--- src/design/iekq_fifo2.sv ---
// ----------------------------------------------------------------------------
// iekq_fifo2
// Two-entry register queue used between the stages of the block.
// ----------------------------------------------------------------------------
module iekq_fifo2 #(
  parameter int WIDTH = 8
) (
  input  logic             clk,
  input  logic             rst_n,
  input  logic             push,
  input  logic [WIDTH-1:0] wdata,
  output logic             full,
  input  logic             pop,
  output logic [WIDTH-1:0] rdata,
  output logic             empty
);

  logic [WIDTH-1:0] mem_r [2];
  logic             wr_ptr_r, wr_ptr_nxt;
  logic             rd_ptr_r, rd_ptr_nxt;
  logic [1:0]       count_r, count_nxt;
  logic             do_push, do_pop;

  assign full    = (count_r == 2'd2);
  assign empty   = (count_r == 2'd0);
  assign rdata   = mem_r[rd_ptr_r];
  assign do_push = push && !full;
  assign do_pop  = pop && !empty;

  // pointer and occupancy update
  always_comb begin
    wr_ptr_nxt = do_push ? ~wr_ptr_r : wr_ptr_r;
    rd_ptr_nxt = do_pop ? ~rd_ptr_r : rd_ptr_r;
    count_nxt  = count_r;
    if (do_push && !do_pop) begin
      count_nxt = count_r + 2'd1;
    end else if (do_pop && !do_push) begin
      count_nxt = count_r - 2'd1;
    end
  end

  always_ff @(posedge clk) begin
    if (!rst_n) begin
      wr_ptr_r <= 1'b0;
      rd_ptr_r <= 1'b0;
      count_r  <= 2'd0;
    end else begin
      wr_ptr_r <= wr_ptr_nxt;
      rd_ptr_r <= rd_ptr_nxt;
      count_r  <= count_nxt;
    end
  end

  // payload storage
  always_ff @(posedge clk) begin
    if (do_push) begin
      mem_r[wr_ptr_r] <= wdata;
    end
  end

endmodule

--- config.mk ---
export PLATFORM = sky130hd
export DESIGN_NAME = iekq_fifo2
export DESIGN_NICKNAME = d
export VERILOG_FILES = /design/src/design/iekq_fifo2.sv
export SDC_FILE = /design/constraint.sdc
export NUM_CORES = 1
export LEC_CHECK = 0
export BUFFER_PORTS_ARGS = -buffer_cell sky130_fd_sc_hd__buf_2
export CAP_MARGIN = 15
export CORE_MARGIN = 4
export CORE_UTILIZATION = 50
export DETAILED_ROUTE_END_ITERATION = 10
export GPL_TIMING_DRIVEN = 0
export PLACE_DENSITY = 0.86
export SLEW_MARGIN = 20
export SYNTH_ARGS = -nofsm -noshare
export SYNTH_HDL_FRONTEND = slang
export SYNTH_SLANG_ARGS = --single-unit
--- constraint.sdc ---
create_clock -name clk -period 2.8 [get_ports clk]
set_input_delay 0 -clock clk [delete_from_list [all_inputs] [get_ports clk]]
set_output_delay 0 -clock clk [all_outputs]
set_load 0.02 [all_outputs]
==> qor.yml, run 1 <==
post-route-util: 0.694
critPathBufInv: 1
ir_drop_uv: 511
setup-tns-final_ns: 0
cp_slowest_cell: "dfxtp_1"
grtUsageMet2: 0.237
final_common_cell: "buf_2"
synthMuxAreaShare: 0.112
synth_xor_area_frac: 0.0327
grt_pass1_vias: 498
worst_pin_slew_ns: 0.663
finalMaxSlewViolations: 0
timing_hold_violations_final: 0
dieArea_sq_um: 2310
met3_usage: 0.0376
vias: 500
ys_types: 16
post-dp-hpwl_microns: 906
area_delta_synth_final_pct: 30.1
netlist_area_sq_um: 803
use_met1: 0.137
period_share: 0.577
path_delay_family: "simple AND/OR/NAND/NOR gates"
clkSinkCount: 21
firstDrtPassIters: 2
grt_pass1_wl_microns: 1990
critical_path_arrival_ns: 1.84
p_leak_nw: 0.431
max_freq_mhz: 619
ant_nets: 0
finalSetupViolCount: 0
run_status: "complete, no violations"
drt_iter0_drc: 6
hp-class: "in -> reg"
cp.required_ns: 3.03
netlist_instances: 51
clk_latency_ns: 0.29
relSlewSlack: 0.556
cts_buffers: 3
postCtsSetupBuffers: 0
clkTransAtPathRegs_ns: 0.11
synth-seq-cells: 21
h-tree-depth: 1
cap_violations: 0
busiest_layer: "met2"
clockBufferDepth: 2
grt_max_degree: 12
initial_core_util: 0.533
rsz0062_at_grt: "no"
crit_chain: "nand2b_1, inv_1, nor2_1, ha_1, or3_1, a21oi_1"
n_antenna_cell: 0
routed_via_density: 4.95
synth_compound_area_frac: 0.0374
power.density_nw_per_um2: 837
drive_gt1_frac: 0.400
path_class: "reg -> reg"
crit_fanout: 5
fp.dieH_microns: 48.1
cts_tree: "built"
row_count: 14
cpPeakStageDelay_ns: 0.42
syn_avg_cell_area_sq_um: 15.8
power_mw: 0.875
drt-total-wl_microns: 1280
ys_seq_area_frac: 0.723
gp_congestion: 0.665
yosysWarningCount: 0
root_buffer: "clkbuf_4"
fin_crit_ns: 1.61
drc: 0
worst_setup_path_start_kind: "register"
grt_use_total: 0.131
critPathCaptureType: "register"
coreArea_sq_um: 1510
synth_top_family_by_area: "multiplexers"
synth_simple_gate_area_frac: 0.0592
portBuffers: 21
die_w_microns: 48.1
mostFrequentLayoutCells: "buf_2 (22), edfxtp_1 (16), dlygate4sd3_1 (9)"
antenna_found_initial: 0
final_nets: 99
pin_count: 22
clock_skew_ns: 0.00326
nFillCells: 114
synth_nets: 64
avgRoutedWirePerCell_microns: 12.7
overflow: 0
yosys.area_share.adder: 0.0156
## sequential cells by signal, indices dropped and copies added, names as in the netlist, named ones only
name	flops
mem_r	16
rd_ptr_r	1
count_r	2
wr_ptr_r	1
## tightest hold or removal path: cells and delay by family
family                 cells  cell delay (ns)
buffers and inverters      1             0.10
AOI/OAI and AO/OA          2             0.26
## synth_stat cells
cell / instances / share of area
inv_1: 3 / 0.014
nand2b_1: 1 / 0.0078
xor2_1: 3 / 0.033
nor2_1: 5 / 0.023
mux2_2: 8 / 0.11
o21a_1: 1 / 0.0093
a21boi_0: 1 / 0.0093
o21ai_0: 2 / 0.012
and3_1: 1 / 0.0078
nor3_2: 1 / 0.012
ha_1: 1 / 0.016
buf_2: 1 / 0.0062
edfxtp_1: 16 / 0.60
dfxtp_1: 5 / 0.12
a21oi_1: 1 / 0.0062
or3_1: 1 / 0.0078
## through the flow
stage | cell area, sq um | hold slack [ns] | setup WS [ns] | std cells
after detailed placement | 928 | 0.192 | 1.19 | 88
final | 1040 | 0.0973 | 1.19 | 101
after global routing | 1040 | 0.121 | 1.05 | 101
after floorplan | 803 | 0.0989 | 1.18 | 51
after CTS | 1040 | 0.0877 | 1.17 | 101
after global placement | 928 | 0.189 | 1.27 | 88
## cell type report
type | instances | area [sq um] | area share
buffer | 1 | 5.00 | 0.00479
clock buffer | 4 | 26.3 | 0.0251
inverter | 3 | 11.3 | 0.0108
multi-input combinational | 26 | 206 | 0.198
sequential | 21 | 581 | 0.556
tap | 16 | 20.0 | 0.0192
timing repair buffer | 30 | 195 | 0.187
## final timing paths
kind | startpoint | to | slack [ns] | cells after the start
setup / recovery | count_r[0]$_SDFFE_PN0P_ | count_r[1]$_SDFFE_PN0P_ | 1.19 | 6
hold / removal | push | wr_ptr_r$_SDFFE_PN0P_ | 0.1 | 3
setup reg to reg | count_r[0]$_SDFFE_PN0P_ | count_r[1]$_SDFFE_PN0P_ | 1.19 | 6
hold reg to reg | count_r[1]$_SDFFE_PN0P_ | count_r[1]$_SDFFE_PN0P_ | 0.53 | 2
## cell families after synthesis
family | count (synthesis)
compound gates | 5
xor+xnor | 3
fa+ha+maj | 1
buf+inv | 4
flops | 21
mux | 8
simple gates | 9
## power by group
part,internal [mW],switching (mW),total (mW)
clock network,0.0553,0.0797,0.135
registers,0.398,0.0264,0.424
logic,0.135,0.181,0.316
## per-layer routing
| layer | part of all wire | vias up |
|---|---|---|
| li1 | - | 252 |
| met1 | 0.40 | 232 |
| met2 | 0.53 | 16 |
| met3 | 0.076 | 0 |
| met4 | 0 | 0 |
| met5 | 0 | - |
## timing repair
action,4_1_cts,5_1_grt
endpoints found under the hold margin,19,0
hold buffers,9,0
gates resized for setup,0,0
Power figures use the tool's default switching activity.
==> run 2, diff against run 1 <==
--- a/config.mk
+++ b/config.mk
@@ -7,11 +7,12 @@
 export LEC_CHECK = 0
 export BUFFER_PORTS_ARGS = -buffer_cell sky130_fd_sc_hd__buf_2
 export CAP_MARGIN = 15
+export CORE_ASPECT_RATIO = 1.4
 export CORE_MARGIN = 4
-export CORE_UTILIZATION = 50
+export CORE_UTILIZATION = 44
 export DETAILED_ROUTE_END_ITERATION = 10
 export GPL_TIMING_DRIVEN = 0
-export PLACE_DENSITY = 0.86
+export PLACE_DENSITY = 0.81
 export SLEW_MARGIN = 20
 export SYNTH_ARGS = -nofsm -noshare
 export SYNTH_HDL_FRONTEND = slang
==> constraint.sdc (replaced) <==
create_clock -name clk -period 1.4 [get_ports clk]
set_input_delay 0 -clock clk [delete_from_list [all_inputs] [get_ports clk]]
set_output_delay 0 -clock clk [all_outputs]
set_load 0.02 [all_outputs]
==> run 2 against run 1 <==
  * The run now ends with negative setup slack left
  * Die area up 12%
  * Worst hold slack got worse by 0.044 ns
  * Total power rose by 120%
  * Via count increased by 2.6%
  * Largest power group unchanged
  * Maximum frequency increased by 8.4%
  * Sequential power up 110%
  * Combinational power increased by 140%
  * Global-route usage decreased by 1.5 points
  * Clock power increased by 110%
  * Clock-buffer cell count fell by 1
==> qor.yml, run 2 (synthesis results as in run 1) <==
critPathBufInv: 1  # unchanged
drive_gt1_frac: 0.512  # +0.112
fin_crit_ns: 1.49  # -0.125 ns
clk_latency_ns: 0.30  # about the same
clockBufferDepth: 2  # unchanged
run_status: "finished, violations left"
grt_use_total: 0.116  # -0.0153
worst_pin_slew_ns: 0.476  # -0.186 ns
routed_via_density: 4.84  # -2.2%
antenna_found_initial: 0  # unchanged
dieArea_sq_um: 2580  # +12%
n_antenna_cell: 0  # unchanged
whs_ns: 0.0536  # -0.0437 ns
clock_skew_ns: 0.00210  # -0.00115 ns
clock_power_share: 0.149  # -0.005
path_class: "reg -> reg"
worst_setup_path_start_kind: "register"
fin_cells: 106  # +5.0%
fp.dieH_microns: 58.6  # +22%
firstDrtPassIters: 4  # +2
gp_congestion: 0.636  # -4.4%
place_area_sq_um: 947  # +2.0%
grt_max_degree: 13  # +1
die_w_microns: 44.1  # -8.3%
h-tree-depth: 1  # unchanged
overflow: 0  # unchanged
clkSinkCount: 21  # unchanged
relSlewSlack: 0.681  # +0.126
worst_slack_ns: -0.0889  # -1.27 ns
critPathCaptureType: "register"
p_leak_nw: 0.445  # +3.2%
mostFrequentLayoutCells: "buf_2 (21), edfxtp_1 (16), dlygate4sd3_1 (9)"
cp.required_ns: 1.64  # -1.39 ns
pin_count: 22  # unchanged
period_share: 1.06  # +0.487
rsz0062_at_grt: "yes"
power.density_nw_per_um2: 1720  # +110%
post-route-util: 0.632  # -0.0618
grt_pass1_vias: 534  # +7.2%
routed-wl-met2_microns: 701  # +3.9%
cp_slowest_cell: "dfxtp_4"
drt-total-wl_microns: 1420  # +11%
avgRoutedWirePerCell_microns: 13.3  # +5.5%
wl_met1_microns: 588  # +16%
crit_fanout: 4  # -1
area_delta_synth_final_pct: 38.2
vias: 513  # +2.6%
cp.depth: 7  # +1
path_delay_family: "simple AND/OR/NAND/NOR gates"
timing_hold_violations_final: 0  # unchanged
final_common_cell: "buf_2"
r2r_slack_ns: -0.09  # -1.27 ns
cts_buffers: 3  # unchanged
switching_share: 0.347  # +0.0190
dp_cells: 92  # +4.5%
crit_chain: "nand2b_4, inv_4, nor2_4, ha_4, xor2_1, or3_1, a21oi_2"
final_nets: 100  # +1.0%
endpoint: "count_r[1]$_SDFFE_PN0P_"
internal_power_mw: 1.25  # +110%
r2r-start: "count_r[0]$_SDFFE_PN0P_"
reg_top3: "mem_r x16, count_r x2"
regMostFlops: "mem_r"
finalMaxSlewViolations: 0  # unchanged
pwr-share-comb: 0.395  # +0.034
largest_reg_flops: 16  # unchanged
design_area_sq_um: 1110  # +6.2%
cap_violations: 0  # unchanged
max_freq_mhz: 672  # +8.4%
drt_iter0_drc: 8  # +2
drc: 0  # unchanged
reg2reg_depth: 7  # +1
critical_path_arrival_ns: 1.73  # -0.11 ns
ant_nets: 0  # unchanged
wl_met3_microns: 99  # +2.1%
cpPeakStageDelay_ns: 0.38  # -0.04 ns
cp-startpoint: "count_r[0]$_SDFFE_PN0P_"
clkTransAtPathRegs_ns: 0.11  # about the same
post-dp-hpwl_microns: 954  # +5.3%
hp-class: "in -> reg"
row_count: 18  # +4
portBuffers: 21  # unchanged
root_buffer: "clkbuf_4"
p_sw_mw: 0.663  # +130%
seq_power_share: 0.456  # -0.029
ir_drop_uv: 1010  # +98%
top_layer_used: "met4"
violations: "negative setup slack"
r2r_end: "count_r[1]$_SDFFE_PN0P_"
coreArea_sq_um: 1760  # +17%
cts_tree: "built"
grt_pass1_wl_microns: 2200  # +11%
initial_core_util: 0.457  # -0.0760
finalSetupViolCount: 1  # +1
==> run 2: repair_timing <==
action | CTS | global route
hold buffers | 9 | 0
setup endpoints to repair | 10 | 18
gates resized for setup | 6 | 4
endpoints found under the hold margin | 21 | 0
buffers inserted | 1 | 0
pin swaps | 2 | 0
==> run 2: worst min-delay path by stage <==
stage                                  endpoint      from  cells past startpoint
after floorplan           mem_r[0][0]$_DFFE_PP_  wdata[0]                      0
after global placement    mem_r[1][0]$_DFFE_PP_  wdata[0]                      1
after detailed placement  mem_r[0][2]$_DFFE_PP_  wdata[2]                      1
after CTS                 wr_ptr_r$_SDFFE_PN0P_      push                      3
after global routing      wr_ptr_r$_SDFFE_PN0P_      push                      3
final                     wr_ptr_r$_SDFFE_PN0P_      push                      3
==> run 2: through the flow <==
stage                     TNS [ns]  total power [mW]  worst slack, ns
after global placement      -0.467              1.50          -0.0735
after floorplan            -0.0289              1.34          -0.0289
after CTS                   -0.839              1.88          -0.0945
final                      -0.0889              1.91          -0.0889
after global routing        -0.137              2.03           -0.137
after detailed placement     -1.02              1.53           -0.184
==> run 2: area by class of cell <==
cell class,instances,area (sq um)
repair buffers,31,203
well taps,20,25.0
multi-input cells,26,248
flip-flops and latches,21,586
clock inverters,1,5.00
plain buffers,1,7.51
clock buffers,3,22.5
fillers,139,647
inverters,3,13.8
==> run 2: tightest hold or removal path, delay by kind of cell <==
kind                   cells  cell delay [ns]
AO/OA/AOI/OAI              2             0.23
buffers and inverters      1             0.10
==> run 2: power groups by stage <==
stage / registers [mW] / logic, mW / clock network (mW)
2_1_floorplan: 0.859 / 0.483 / 0
3_3_place_gp: 0.866 / 0.630 / 0
3_5_place_dp: 0.875 / 0.652 / 0
4_1_cts: 0.867 / 0.725 / 0.289
5_1_grt: 0.885 / 0.813 / 0.329
6_report: 0.872 / 0.755 / 0.284
==> run 2: per-layer routing <==
layer,track usage,vias to the layer above
met2,0.210,19
met1,0.130,236
met3,0.0183,3
li1,-,255
met5,0,-
met4,0.0517,0
