==> config.mk <==
export PLATFORM = sky130hd
export DESIGN_NAME = iekq_front
export DESIGN_NICKNAME = d
export VERILOG_FILES = /design/src/design/iekq_pkg.sv /design/src/design/iekq_front.sv
export SDC_FILE = /design/constraint.sdc
export NUM_CORES = 1
export LEC_CHECK = 0
export ABC_AREA = 1
export BUFFER_PORTS_ARGS = -buffer_cell sky130_fd_sc_hd__buf_2
export CAP_MARGIN = 20
export CORE_ASPECT_RATIO = 1.75
export CORE_MARGIN = 2
export CORE_UTILIZATION = 30
export DETAILED_ROUTE_END_ITERATION = 6
export SLEW_MARGIN = 20
export SYNTH_ARGS = -nofsm -noshare
export SYNTH_HDL_FRONTEND = slang
export SYNTH_SLANG_ARGS = --single-unit
==> constraint.sdc <==
create_clock -name clk -period 3.8 [get_ports clk]
set_input_delay 0.19 -clock clk [delete_from_list [all_inputs] [get_ports clk]]
set_output_delay 0.19 -clock clk [all_outputs]
set_load 0.1 [all_outputs]
==> src/design/iekq_pkg.sv <==
// ----------------------------------------------------------------------------
// iekq_pkg
// Shared types and constants for the input event key queue.
// ----------------------------------------------------------------------------
package iekq_pkg;

  // request codes on the func field
  localparam logic [2:0] FUNC_RAW    = 3'd0;
  localparam logic [2:0] FUNC_REPEAT = 3'd1;
  localparam logic [2:0] FUNC_POP    = 3'd2;
  localparam logic [2:0] FUNC_CLEAR  = 3'd3;
  localparam logic [2:0] FUNC_QUERY  = 3'd4;

  // event classes
  localparam logic [4:0] TYPE_SYN = 5'd0;
  localparam logic [4:0] TYPE_KEY = 5'd1;
  localparam logic [4:0] TYPE_REL = 5'd2;
  localparam logic [4:0] TYPE_ABS = 5'd3;

  // axis and key codes
  localparam logic [15:0] AXIS_Y   = 16'd1;
  localparam logic [15:0] VOL_DOWN = 16'd114;
  localparam logic [15:0] VOL_UP   = 16'd115;

  localparam int KEY_W   = 10;
  localparam int COUNT_W = 9;

  localparam logic [7:0] THRESHOLD_RST = 8'd3;

  // classified operation handed from front to back
  typedef enum logic [2:0] {
    OP_NONE,
    OP_KEY,
    OP_POP,
    OP_CLEAR,
    OP_QUERY
  } op_t;

  typedef struct packed {
    op_t              op;
    logic [KEY_W-1:0] code;
    logic [7:0]       state_byte;
    logic             store_state;
    logic             press;
    logic             armed;
    logic [KEY_W-1:0] qkey;
    logic             qkey_ok;
  } cmd_t;

  // one result transaction
  typedef struct packed {
    logic               key_accepted;
    logic               key_dropped;
    logic               popped_valid;
    logic [KEY_W-1:0]   popped_key;
    logic [COUNT_W-1:0] queue_count;
    logic [7:0]         key_state;
    logic               repeat_armed;
  } res_t;

endpackage

==> src/design/iekq_front.sv <==
// ----------------------------------------------------------------------------
// iekq_front
// Request classifier: motion accumulation, held-key tracking, threshold
// register, and translation of each request into a back-end operation.
// ----------------------------------------------------------------------------
module iekq_front #(
  parameter int KEY_COUNT = 768
) (
  input  logic                clk,
  input  logic                rst_n,
  input  logic                cfg_we,
  input  logic [7:0]          cfg_data,
  input  logic                accept,
  input  logic [2:0]          func,
  input  logic [4:0]          event_type,
  input  logic [15:0]         event_code,
  input  logic signed [31:0]  event_value,
  input  logic [9:0]          query_key,
  output iekq_pkg::cmd_t      cmd
);

  logic [7:0]          thr_r;
  logic signed [8:0]   sum_r, sum_nxt;
  logic                held_r, held_nxt;
  logic [9:0]          last_key_r, last_key_nxt;

  logic                is_vol;
  logic                held_hit;
  logic                value_pos;
  logic signed [33:0]  sum_ext;
  logic signed [33:0]  thr_pos;
  logic signed [33:0]  thr_neg;

  assign is_vol    = (event_code == iekq_pkg::VOL_UP) || (event_code == iekq_pkg::VOL_DOWN);
  assign held_hit  = (event_type == iekq_pkg::TYPE_KEY) && is_vol && (event_value == 32'sd1);
  assign value_pos = !event_value[31] && (event_value != 32'sd0);
  assign sum_ext   = {{25{sum_r[8]}}, sum_r} + {{2{event_value[31]}}, event_value};
  assign thr_pos   = {26'd0, thr_r};
  assign thr_neg   = -thr_pos;

  // classify the request and compute next front state
  always_comb begin
    cmd             = '0;
    cmd.op          = iekq_pkg::OP_NONE;
    cmd.qkey        = query_key;
    cmd.qkey_ok     = ({1'b0, query_key} < 11'(KEY_COUNT));
    sum_nxt         = sum_r;
    held_nxt        = held_r;
    last_key_nxt    = last_key_r;
    unique case (func)
      iekq_pkg::FUNC_RAW: begin
        held_nxt = held_hit;
        if (held_hit) begin
          last_key_nxt = event_code[9:0];
        end
        if (event_type == iekq_pkg::TYPE_SYN) begin
          cmd.op = iekq_pkg::OP_NONE;
        end else if (event_type == iekq_pkg::TYPE_REL) begin
          if (event_code == iekq_pkg::AXIS_Y) begin
            if (sum_ext > thr_pos) begin
              cmd.op    = iekq_pkg::OP_KEY;
              cmd.code  = iekq_pkg::VOL_DOWN[9:0];
              cmd.press = 1'b1;
              sum_nxt   = '0;
            end else if (sum_ext < thr_neg) begin
              cmd.op    = iekq_pkg::OP_KEY;
              cmd.code  = iekq_pkg::VOL_UP[9:0];
              cmd.press = 1'b1;
              sum_nxt   = '0;
            end else begin
              sum_nxt = sum_ext[8:0];
            end
          end
        end else if (event_type == iekq_pkg::TYPE_ABS && is_vol) begin
          // synthesized key: queued but not recorded
          cmd.op    = iekq_pkg::OP_KEY;
          cmd.code  = event_code[9:0];
          cmd.press = value_pos;
        end else begin
          sum_nxt = '0;
          if (event_type == iekq_pkg::TYPE_KEY && event_code < 16'(KEY_COUNT)) begin
            cmd.op          = iekq_pkg::OP_KEY;
            cmd.code        = event_code[9:0];
            cmd.store_state = 1'b1;
            cmd.state_byte  = event_value[7:0];
            cmd.press       = value_pos;
          end
        end
      end
      iekq_pkg::FUNC_REPEAT: begin
        if (held_r) begin
          sum_nxt         = '0;
          cmd.op          = iekq_pkg::OP_KEY;
          cmd.code        = last_key_r;
          cmd.store_state = 1'b1;
          cmd.state_byte  = 8'd1;
          cmd.press       = 1'b1;
        end
      end
      iekq_pkg::FUNC_POP:   cmd.op = iekq_pkg::OP_POP;
      iekq_pkg::FUNC_CLEAR: cmd.op = iekq_pkg::OP_CLEAR;
      iekq_pkg::FUNC_QUERY: cmd.op = iekq_pkg::OP_QUERY;
      default:              cmd.op = iekq_pkg::OP_NONE;
    endcase
    cmd.armed = held_nxt;
  end

  // threshold register
  always_ff @(posedge clk) begin
    if (!rst_n) begin
      thr_r <= iekq_pkg::THRESHOLD_RST;
    end else if (cfg_we) begin
      thr_r <= cfg_data;
    end
  end

  // front state advances on each accepted transaction
  always_ff @(posedge clk) begin
    if (!rst_n) begin
      sum_r      <= '0;
      held_r     <= 1'b0;
      last_key_r <= '0;
    end else if (accept) begin
      sum_r      <= sum_nxt;
      held_r     <= held_nxt;
      last_key_r <= last_key_nxt;
    end
  end

endmodule

==> results by group, run 1 <==
Synthesis
  • Ranking of synthesized cells by area: nand2_1, ha_1, inv_1
  • Post-synth cell types: 40
  • Synth warn: 0
  • Yosys top cell area share: 21.29%
  • Top_reg_cell synth: dfxtp_1
  • Cell count after synthesis: 953
  • Net count after synthesis: 1107
  • Asr flop ratio synth: 0%
  • Post-Syn Area: 5360 um2
  • Synth Register Bits: 28
  • Post-synth EDFFs: 0
  • Mean Syn Cell Area: 5.624 um2
  • Register area share after synthesis: 10.46%
  • Synth area leader: nand2_1

Routing
  • DR DRC count: 0
  • Post-Route WL: 19320 um
  • Vias per cell: 4.779
  • Drt first pass iters: 5
  • Via count: 6676
  • Wire length per cell: 13.83 um
  • DR iter-0 viols: 183
  • DRT antenna net count: 0

Final layout
  • Area delta synth->final: 48.06%
  • Commonest non-fill, non-tap cell in the layout: nand2_1
  • Final net count: 1321
  • Antenna cells: 0
  • Most frequent cells in the layout: nand2_1, inv_1, buf_4, buf_2, nor2_1
  • Final instance area: 7936 um2
  • Post-route insts no fill: 1397
  • Share of cells above drive strength 1: 32.25%

Floorplanning
  • Core ar.: 17540 um2
  • I/O pin count: 113
  • Chip Height: 180.8 um
  • Std cell rows: 64
  • DIE WIDTH: 105.0 um
  • Die area: 18990 um2
  • Initial cell density of the core: 30.57%

Clock network
  • Clk_lat worst skew: 0.27 ns
  • # clock sinks: 28
  • H-tree depth: 1
  • Reg clk slew, reported paths: 0.07 ns
  • CTS max path bufs: 2
  • Root Driver: clkbuf_16
  • Cts bufs inserted: 3
  • CTS tree: built

Outcome
  • Failing checks: setup timing
  • Status: complete, but fails checks

Place
  • Dpl ws: -0.3656 ns
  • Dpl hpwl: 16000 um
  • Placed instance area: 7059 um2
  • Placer Congestion: 0.9034
  • I/O Buffers: 96
  • Cell count after placement: 1381

Power
  • Switching part of the total power: 36.36%
  • Leak Pwr: 4.305 nW
  • Worst VDD drop: 176.2 uV
  • Int Power: 630.4 uW
  • Sequential share of power: 30.8%
  • PwrDens: 124.8 nW/um2
  • Logic pwr share: 42.2%
  • Share of power burned in the clock network: 27.0%
  • Sw Pwr: 360.2 uW
  • Tot Pwr: 990.6 uW

Global route
  • First-pass GRT wire length: 30460 um
  • Antenna violations before repair: 0
  • Vias in the first global route: 6529
  • Tot GR Track Use: 19.96%
  • Pin count of the biggest net entering global routing: 18
  • Final global-route overflow total: 0

Worst setup path
  • Crit path buf inv count: 7
  • Critical Path RT: 3.61 ns
  • CP Capture Type: output port
  • Family with the most delay on the worst path: simple AND/OR/NAND/NOR gates
  • CP max-delay cell: dfxtp_4
  • Crit-path max cell delay: 0.45 ns
  • Critical path type: flop to output port
  • CP Launch Type: flop
  • Critical Path Most Common Cell: nand2_2
  • Arrival time of the worst setup path: 3.99 ns
  • Crit path max fanout: 6

STA
  • Clock skew: 0.005058 ns
  • RSZ-0062 raised after global routing: yes
  • Final setup viols: 7
  • Final Hold Vio Count: 0
  • Final Critical Period: 4.181 ns
  • Max-slew headroom: 47.86%
  • Fmax: 239.2 MHz
  • Worst-Margin Slew: 0.7792 ns
  • Pins over their slew limit: 0
  • WHS: 0.1484 ns
  • Fin crit share: 110.0%
  • Final worst slack: -0.3815 ns

Hold path
  • Hold Path Class: input pin to flop

Flow run
  • Max Cap Viol: 0
flip-flops by register name (all words and copies together), names as in the netlist:
| register | count |
|---|---|
| thr_r | 8 |
| last_key_r | 10 |
| held_r | 1 |
| sum_r | 9 |
power groups by stage:
stage	registers [mW]	clock network [mW]	logic [mW]
after floorplan	0.311	0	0.246
after global placement	0.312	0	0.368
after detailed placement	0.312	0	0.372
after CTS	0.305	0.275	0.399
after global routing	0.305	0.286	0.464
final	0.305	0.268	0.418
tightest hold or removal path, delay by kind of cell:
family	cells	cell delay (ns)
compound gates	2	0.12
buf+inv	1	0.07
worst paths after layout:
check,to,cells after the start,from,slack (ns)
max reg2reg,sum_r[8],24,sum_r[8],0.10
min,thr_r[1],3,cfg_data[1],0.15
min reg2reg,last_key_r[8],2,last_key_r[8],0.47
max,cmd[32],26,sum_r[8],-0.38
Yosys cell counts, types with 2 or more instances:
library cell,instances
nor2_1,78
inv_1,171
dfxtp_1,28
o21ai_0,22
nand3b_1,9
clkinv_1,2
nand3_1,65
a21oi_1,67
nand2_2,8
o21a_1,5
nand2_1,304
o211ai_1,2
xor2_1,12
ha_1,75
nor3_1,13
clkbuf_1,4
and2_1,2
nand3_2,3
nor3_2,2
nor3_4,2
o21bai_1,6
nor4_1,12
nor2_4,2
nand4_1,28
buf_4,11
nor2_2,3
inv_2,4
metrics by stage:
step                      setup TNS, ns  utilization (%)
final                            -2.485            45.26
after global routing             -4.536            45.26
after CTS                        -2.543            43.61
after detailed placement         -3.339            40.25
after global placement           -2.384            40.25
after floorplan                       0                -
area by class of cell:
cell class	instances	area, um2
Clock buffer	4	88.84
Fill cell	1880	9600
Inverter	177	669.4
Multi-Input combinational cell	732	4718
Sequential cell	28	564.3
Tap cell	231	289.0
Timing Repair Buffer	225	1607
what timing repair did:
action,in CTS,in global routing
setup buffers,7,4
gates resized for setup,73,65
cloned,1,0
setup endpoints to repair,16,16
pin swaps,25,37
hold buffers,0,0
kinds of logic after synthesis:
logic type	count (synthesis)	share of synthesized area, %
AO/OA/AOI/OAI	107	10.88
XOR/XNOR	13	2.124
buffers and inverters	193	14.43
adder cells (fa/ha/maj)	76	17.88
flip-flops	28	10.46
AND/OR/NAND/NOR	536	44.23
layer usage:
metal,GRT usage [%],part of all wire (%),vias to the layer above
met5,0,0,-
met1,18.34,35,2945
met3,1.263,3.2,61
li1,-,-,3491
met2,40.70,56,179
met4,12.96,6.5,0
Power figures use the tool's default switching activity.
==> run 2: changes to the inputs <==
--- a/config.mk
+++ b/config.mk
@@ -12,6 +12,7 @@
 export CORE_MARGIN = 2
 export CORE_UTILIZATION = 30
 export DETAILED_ROUTE_END_ITERATION = 6
+export REMOVE_ABC_BUFFERS = 1
 export SLEW_MARGIN = 20
 export SYNTH_ARGS = -nofsm -noshare
 export SYNTH_HDL_FRONTEND = slang
==> results by group, run 2 (synthesized netlist as in run 1, its figures left out) <==
Power
  • Leak Pwr: 4.483 nW (was 4.305 nW)
  • Logic pwr share: 43.1% (was 42.2%)
  • PwrDens: 124.0 nW/um2 (was 124.8 nW/um2)
  • Int Power: 642.8 uW (was 630.4 uW)
  • Sequential share of power: 30.3% (was 30.8%)
  • Share of power burned in the clock network: 26.6% (was 27.0%)
  • Tot Pwr: 1.005 mW (was 990.6 uW)
  • Worst VDD drop: 195.4 uV (was 176.2 uV)
  • Sw Pwr: 361.9 uW (was 360.2 uW)
  • Switching part of the total power: 36.02% (was 36.36%)

Worst setup path
  • Critical Path Most Common Cell: nand2_1 (was nand2_2)
  • Arrival time of the worst setup path: 4.02 ns (was 3.99 ns)
  • Crit path max fanout: 6 (unchanged)
  • Critical Path RT: 3.61 ns (about the same)
  • Crit path buf inv count: 6 (was 7)
  • Critical Path Source: sum_r[8] (unchanged)
  • Worst r2r src: sum_r[8] (unchanged)
  • Family with the most delay on the worst path: simple AND/OR/NAND/NOR gates (unchanged)
  • CP Launch Type: flop (unchanged)
  • CP Capture Type: output port (unchanged)
  • Crit-path max cell delay: 0.40 ns (was 0.45 ns)
  • CP max-delay cell: dfxtp_4 (unchanged)
  • Critical path type: flop to output port (unchanged)

STA
  • Clock skew: 0.002378 ns (was 0.005058 ns)
  • Final Critical Period: 4.213 ns (was 4.181 ns)
  • Final worst slack: -0.4129 ns (was -0.3815 ns)
  • Final setup viols: 8 (was 7)
  • Worst-Margin Slew: 0.7613 ns (was 0.7792 ns)
  • Fin crit share: 110.9% (was 110.0%)
  • WHS: 0.1374 ns (was 0.1484 ns)
  • RSZ-0062 raised after global routing: yes (unchanged)
  • Pins over their slew limit: 0 (unchanged)
  • Fmax: 237.4 MHz (was 239.2 MHz)
  • Max-slew headroom: 49.06% (was 47.86%)
  • Final Hold Vio Count: 0 (unchanged)

Clock network
  • CTS tree: built (unchanged)
  • Cts bufs inserted: 3 (unchanged)
  • CTS max path bufs: 2 (unchanged)
  • # clock sinks: 28 (unchanged)
  • CTS Hold Bufs: 0 (unchanged)
  • Root Driver: clkbuf_16 (unchanged)
  • H-tree depth: 1 (unchanged)
  • Clk_lat worst skew: 0.27 ns (about the same)
  • Reg clk slew, reported paths: 0.07 ns (about the same)

Place
  • Placer Congestion: 0.8974 (was 0.9034)
  • Dpl hpwl: 16860 um (was 16000 um)
  • Dpl ws: -0.3327 ns (was -0.3656 ns)
  • I/O Buffers: 96 (unchanged)
  • Placed instance area: 7272 um2 (was 7059 um2)

Global route
  • Antenna violations before repair: 0 (unchanged)
  • Pin count of the biggest net entering global routing: 18 (unchanged)
  • Final global-route overflow total: 0 (unchanged)
  • Tot GR Track Use: 20.42% (was 19.96%)
  • First-pass GRT wire length: 30900 um (was 30460 um)
  • Vias in the first global route: 6562 (was 6529)

Final layout
  • Antenna cells: 0 (unchanged)
  • Most frequent cells in the layout: nand2_1, inv_1, buf_4, buf_2, nor2_1 (unchanged)
  • Final instance area: 8105 um2 (was 7936 um2)
  • Commonest non-fill, non-tap cell in the layout: nand2_1 (unchanged)
  • Biggest register: last_key_r (unchanged)
  • Final net count: 1356 (was 1321)
  • Biggest regs: last_key_r: 10 flops, sum_r: 9 flops, thr_r: 8 flops (unchanged)
  • Max reg flops: 10 (unchanged)
  • Share of cells above drive strength 1: 32.56% (was 32.25%)
  • Fillers: 1852 (was 1880)
  • Finished Core Util: 46.22% (was 45.26%)
  • Area delta synth->final: 51.21% (was 48.06%)

Floorplanning
  • DIE WIDTH: 105.0 um (unchanged)
  • Die area: 18990 um2 (unchanged)
  • Std cell rows: 64 (unchanged)
  • I/O pin count: 113 (unchanged)
  • Core ar.: 17540 um2 (unchanged)
  • Initial cell density of the core: 30.57% (unchanged)
  • Chip Height: 180.8 um (unchanged)

Routing
  • DR iter-0 viols: 196 (was 183)
  • DRT antenna net count: 0 (unchanged)
  • Vias per cell: 4.771 (was 4.779)
  • Wire length per cell: 14.13 um (was 13.83 um)
  • Drt first pass iters: 4 (was 5)
  • Post-Route WL: 20230 um (was 19320 um)
  • Via count: 6832 (was 6676)
  • DR DRC count: 0 (unchanged)

Hold path
  • Hold Startpoint: cfg_data[1] (unchanged)
  • Hold Path Class: input pin to flop (unchanged)

Outcome
  • Status: complete, but fails checks (unchanged)
  • Failing checks: setup timing (unchanged)

Flow run
  • Max Cap Viol: 0 (unchanged)
## run 2: changes by cell type in the layout (fill, tap and decap cells not counted), sizes merged
cell and delta:
clkinv -1, buf +34, inv +1, clkbuf +1
## run 2: metrics by stage
step / cells / setup TNS [ns]
final: 1432 / -2.789
after global routing: 1432 / -6.321
after CTS: 1425 / -3.054
after detailed placement: 1415 / -2.346
after global placement: 1415 / -1.698
after floorplan: 937 / -4.394
## run 2: layout make-up
class | instances | area [um2] | share of cell area, %
Multi-Input combinational cell | 732 | 4594 | 56.68
Timing Repair Buffer | 260 | 1902 | 23.46
Inverter | 177 | 666.9 | 8.228
Sequential cell | 28 | 564.3 | 6.962
Tap cell | 231 | 289.0 | 3.566
Clock buffer | 4 | 88.84 | 1.096
## run 2: path summary, 6_finish.rpt
check                       end  slack (ns)  depth (start not counted)
setup / recovery        cmd[32]       -0.41                         25
hold / removal         thr_r[1]        0.14                          3
setup reg to reg       sum_r[7]       -0.03                         24
hold reg to reg   last_key_r[3]        0.46                          2
## run 2: power by group through the flow
stage | clock network [mW] | logic [mW] | registers [mW]
2_1_floorplan | 0 | 0.192 | 0.311
3_3_place_gp | 0 | 0.385 | 0.312
3_5_place_dp | 0 | 0.389 | 0.312
4_1_cts | 0.276 | 0.407 | 0.305
5_1_grt | 0.284 | 0.476 | 0.306
6_report | 0.267 | 0.433 | 0.305
## run 2: timing repair
action / 4_1_cts / 5_1_grt
resized for setup: 52 / 70
endpoints found under the setup margin: 16 / 16
buffers inserted: 4 / 7
pin swaps: 21 / 43
cloned: 2 / 1
## run 2: worst min-delay path, cell delays in order
cell and delay (ns):
buf_2 0.08, a21oi_1 0.05, o21ai_0 0.06
## run 2: layer usage
layer / vias up / GRT usage (%) / part of all wire (%)
li1: 3554 / - / -
met1: 3042 / 18.45 / 34
met2: 171 / 42.65 / 56
met3: 65 / 1.263 / 3.0
met4: 0 / 12.05 / 6.7
met5: - / 0 / 0
==> run 3: changes to the inputs <==
--- a/config.mk
+++ b/config.mk
@@ -12,6 +12,7 @@
 export CORE_MARGIN = 2
 export CORE_UTILIZATION = 30
 export DETAILED_ROUTE_END_ITERATION = 6
+export GPL_ROUTABILITY_DRIVEN = 0
 export REMOVE_ABC_BUFFERS = 1
 export SLEW_MARGIN = 20
 export SYNTH_ARGS = -nofsm -noshare
==> constraint.sdc (replaced) <==
create_clock -name clk -period 3.7 [get_ports clk]
set_input_delay 0.185 -clock clk [delete_from_list [all_inputs] [get_ports clk]]
set_output_delay 0.185 -clock clk [all_outputs]
set_load 0.1 [all_outputs]
==> results by group, run 3 (synthesized netlist as in run 1, its figures left out) <==
STA
  • Pins over their slew limit: 0 (unchanged)
  • Clock skew: 0.003905 ns (was 0.002378 ns)
  • Worst-Margin Slew: 0.7841 ns (was 0.7613 ns)
  • RSZ-0062 raised after global routing: yes (unchanged)
  • Final setup viols: 15 (was 8)
  • Max-slew headroom: 47.54% (was 49.06%)
  • Fmax: 235.1 MHz
  • Final Hold Vio Count: 0 (unchanged)
  • Fin crit share: 115.0%
  • Final worst slack: -0.5536 ns (was -0.4129 ns)
  • Final Critical Period: 4.254 ns
  • Setup TNS: -4.094 ns (was -2.789 ns)

Floorplanning
  • Die area: 18990 um2 (unchanged)
  • Initial cell density of the core: 30.57% (unchanged)
  • Chip Height: 180.8 um (unchanged)
  • I/O pin count: 113 (unchanged)
  • DIE WIDTH: 105.0 um (unchanged)
  • Core ar.: 17540 um2 (unchanged)
  • Std cell rows: 64 (unchanged)

Routing
  • Wire length per cell: 13.83 um (was 14.13 um)
  • Via count: 6851 (was 6832)
  • DR DRC count: 0 (unchanged)
  • Drt first pass iters: 5 (was 4)
  • DR iter-0 viols: 212 (was 196)
  • Post-Route WL: 19940 um (was 20230 um)
  • Vias per cell: 4.751 (was 4.771)
  • DRT antenna net count: 0 (unchanged)

Clock network
  • # clock sinks: 28 (unchanged)
  • Cts bufs inserted: 3 (unchanged)
  • CTS tree: built (unchanged)
  • CTS Hold Bufs: 0 (unchanged)
  • Root Driver: clkbuf_16 (unchanged)
  • H-tree depth: 1 (unchanged)
  • CTS max path bufs: 2 (unchanged)
  • Clk_lat worst skew: 0.27 ns (about the same)
  • Reg clk slew, reported paths: 0.07 ns (about the same)

Worst setup path
  • CP Launch Type: flop (unchanged)
  • Critical Path RT: 3.51 ns (was 3.61 ns)
  • CP Capture Type: output port (unchanged)
  • Crit path max fanout: 5 (was 6)
  • Critical path type: flop to output port (unchanged)
  • Arrival time of the worst setup path: 4.07 ns (was 4.02 ns)

Final layout
  • Share of cells above drive strength 1: 32.78% (was 32.56%)
  • Area delta synth->final: 52.33% (was 51.21%)
  • Biggest regs: last_key_r: 10 flops, sum_r: 9 flops, thr_r: 8 flops (unchanged)
  • Multi-input gate area: 4611 um2 (was 4594 um2)
  • Biggest register: last_key_r (unchanged)
  • Fillers: 1822 (was 1852)
  • Commonest non-fill, non-tap cell in the layout: nand2_1 (unchanged)
  • Post-route insts no fill: 1442 (was 1432)
  • Final instance area: 8165 um2 (was 8105 um2)
  • Register area: 564.3 um2 (unchanged)
  • Antenna cells: 0 (unchanged)
  • Max reg flops: 10 (unchanged)
  • Final net count: 1366 (was 1356)
  • Most frequent cells in the layout: nand2_1, buf_4, inv_1, buf_2, nor2_1 (was nand2_1, inv_1, buf_4, buf_2, nor2_1)

Power
  • PwrDens: 127.5 nW/um2 (was 124.0 nW/um2)
  • Worst VDD drop: 267.2 uV (was 195.4 uV)
  • Leak Pwr: 4.528 nW (was 4.483 nW)
  • Tot Pwr: 1.041 mW (was 1.005 mW)

Flow run
  • Max Cap Viol: 0 (unchanged)

Place
  • Cell count after placement: 1423 (was 1415)
  • Dpl hpwl: 16770 um (was 16860 um)
  • Placed instance area: 7332 um2 (was 7272 um2)
  • I/O Buffers: 96 (unchanged)

Outcome
  • Failing checks: setup timing (unchanged)
  • Status: complete, but fails checks (unchanged)

Hold path
  • Hold Path Class: input pin to flop (unchanged)

Global route
  • Final global-route overflow total: 0 (unchanged)
  • Antenna violations before repair: 0 (unchanged)
  • Pin count of the biggest net entering global routing: 18 (unchanged)
  • Vias in the first global route: 6584 (was 6562)
  • First-pass GRT wire length: 30750 um (was 30900 um)
  • Tot GR Track Use: 20.31% (was 20.42%)
run 3: worst paths after layout:
path	start	endpoint	slack (ns)	cells after the start
max	sum_r[8]	cmd[22]	-0.55	26
min	cfg_data[1]	thr_r[1]	0.13	3
max reg2reg	sum_r[8]	sum_r[7]	-0.15	23
min reg2reg	last_key_r[3]	last_key_r[3]	0.46	2
run 3: cell type report:
cell class | count | area share, %
inverters | 177 | 8.167
flip-flops and latches | 28 | 6.911
clock buffers | 4 | 1.088
multi-input cells | 732 | 56.47
well taps | 231 | 3.540
repair buffers | 270 | 23.83
run 3: stage by stage:
step                      setup WS, ns  util (%)  hold WS [ns]
after floorplan                -0.7685         -        0.2854
after global placement         -0.3522     41.81        0.3711
after detailed placement       -0.4012     41.81        0.3711
after CTS                      -0.4426     44.34        0.1314
after global routing           -0.7717     46.56        0.1391
final                          -0.5536     46.56        0.1293
run 3: worst max-delay path, cell delays in order (launching register included):
cell,delay [ns]
dfxtp_4,0.39
clkbuf_16,0.18
ha_4,0.29
nand2_4,0.07
nor2_4,0.11
inv_2,0.06
nor3_4,0.20
nand3_2,0.12
nand2_2,0.11
nand4_1,0.08
nand2_1,0.12
xor2_2,0.17
inv_2,0.09
ha_4,0.27
nand4_1,0.13
nor3_2,0.22
and3_4,0.21
nand3b_1,0.12
nand3_1,0.10
nand2_1,0.06
nand2_2,0.11
buf_4,0.12
nand3_1,0.06
nand2_1,0.08
nand2_1,0.06
nand2_2,0.09
buf_12,0.17
run 3: metal layers:
metal	vias to the layer above	share of wire, %	track usage [%]
met4	0	6.8	12.27
met3	63	3.2	1.696
li1	3574	-	-
met5	-	0	0
met1	3023	34	17.84
met2	191	56	42.55
run 3: power by group:
group	leakage [nW]	total, mW	switching [mW]	internal, mW
clock network	0.0442	0.282	0.115	0.166
registers	0.228	0.313	0.00627	0.307
logic	4.26	0.447	0.256	0.190
run 3: timing repair:
item / 4_1_cts / 5_1_grt
resized for setup: 58 / 59
cloned: 1 / 1
endpoints found under the setup margin: 16 / 16
setup buffers: 4 / 9
pin swaps: 11 / 29
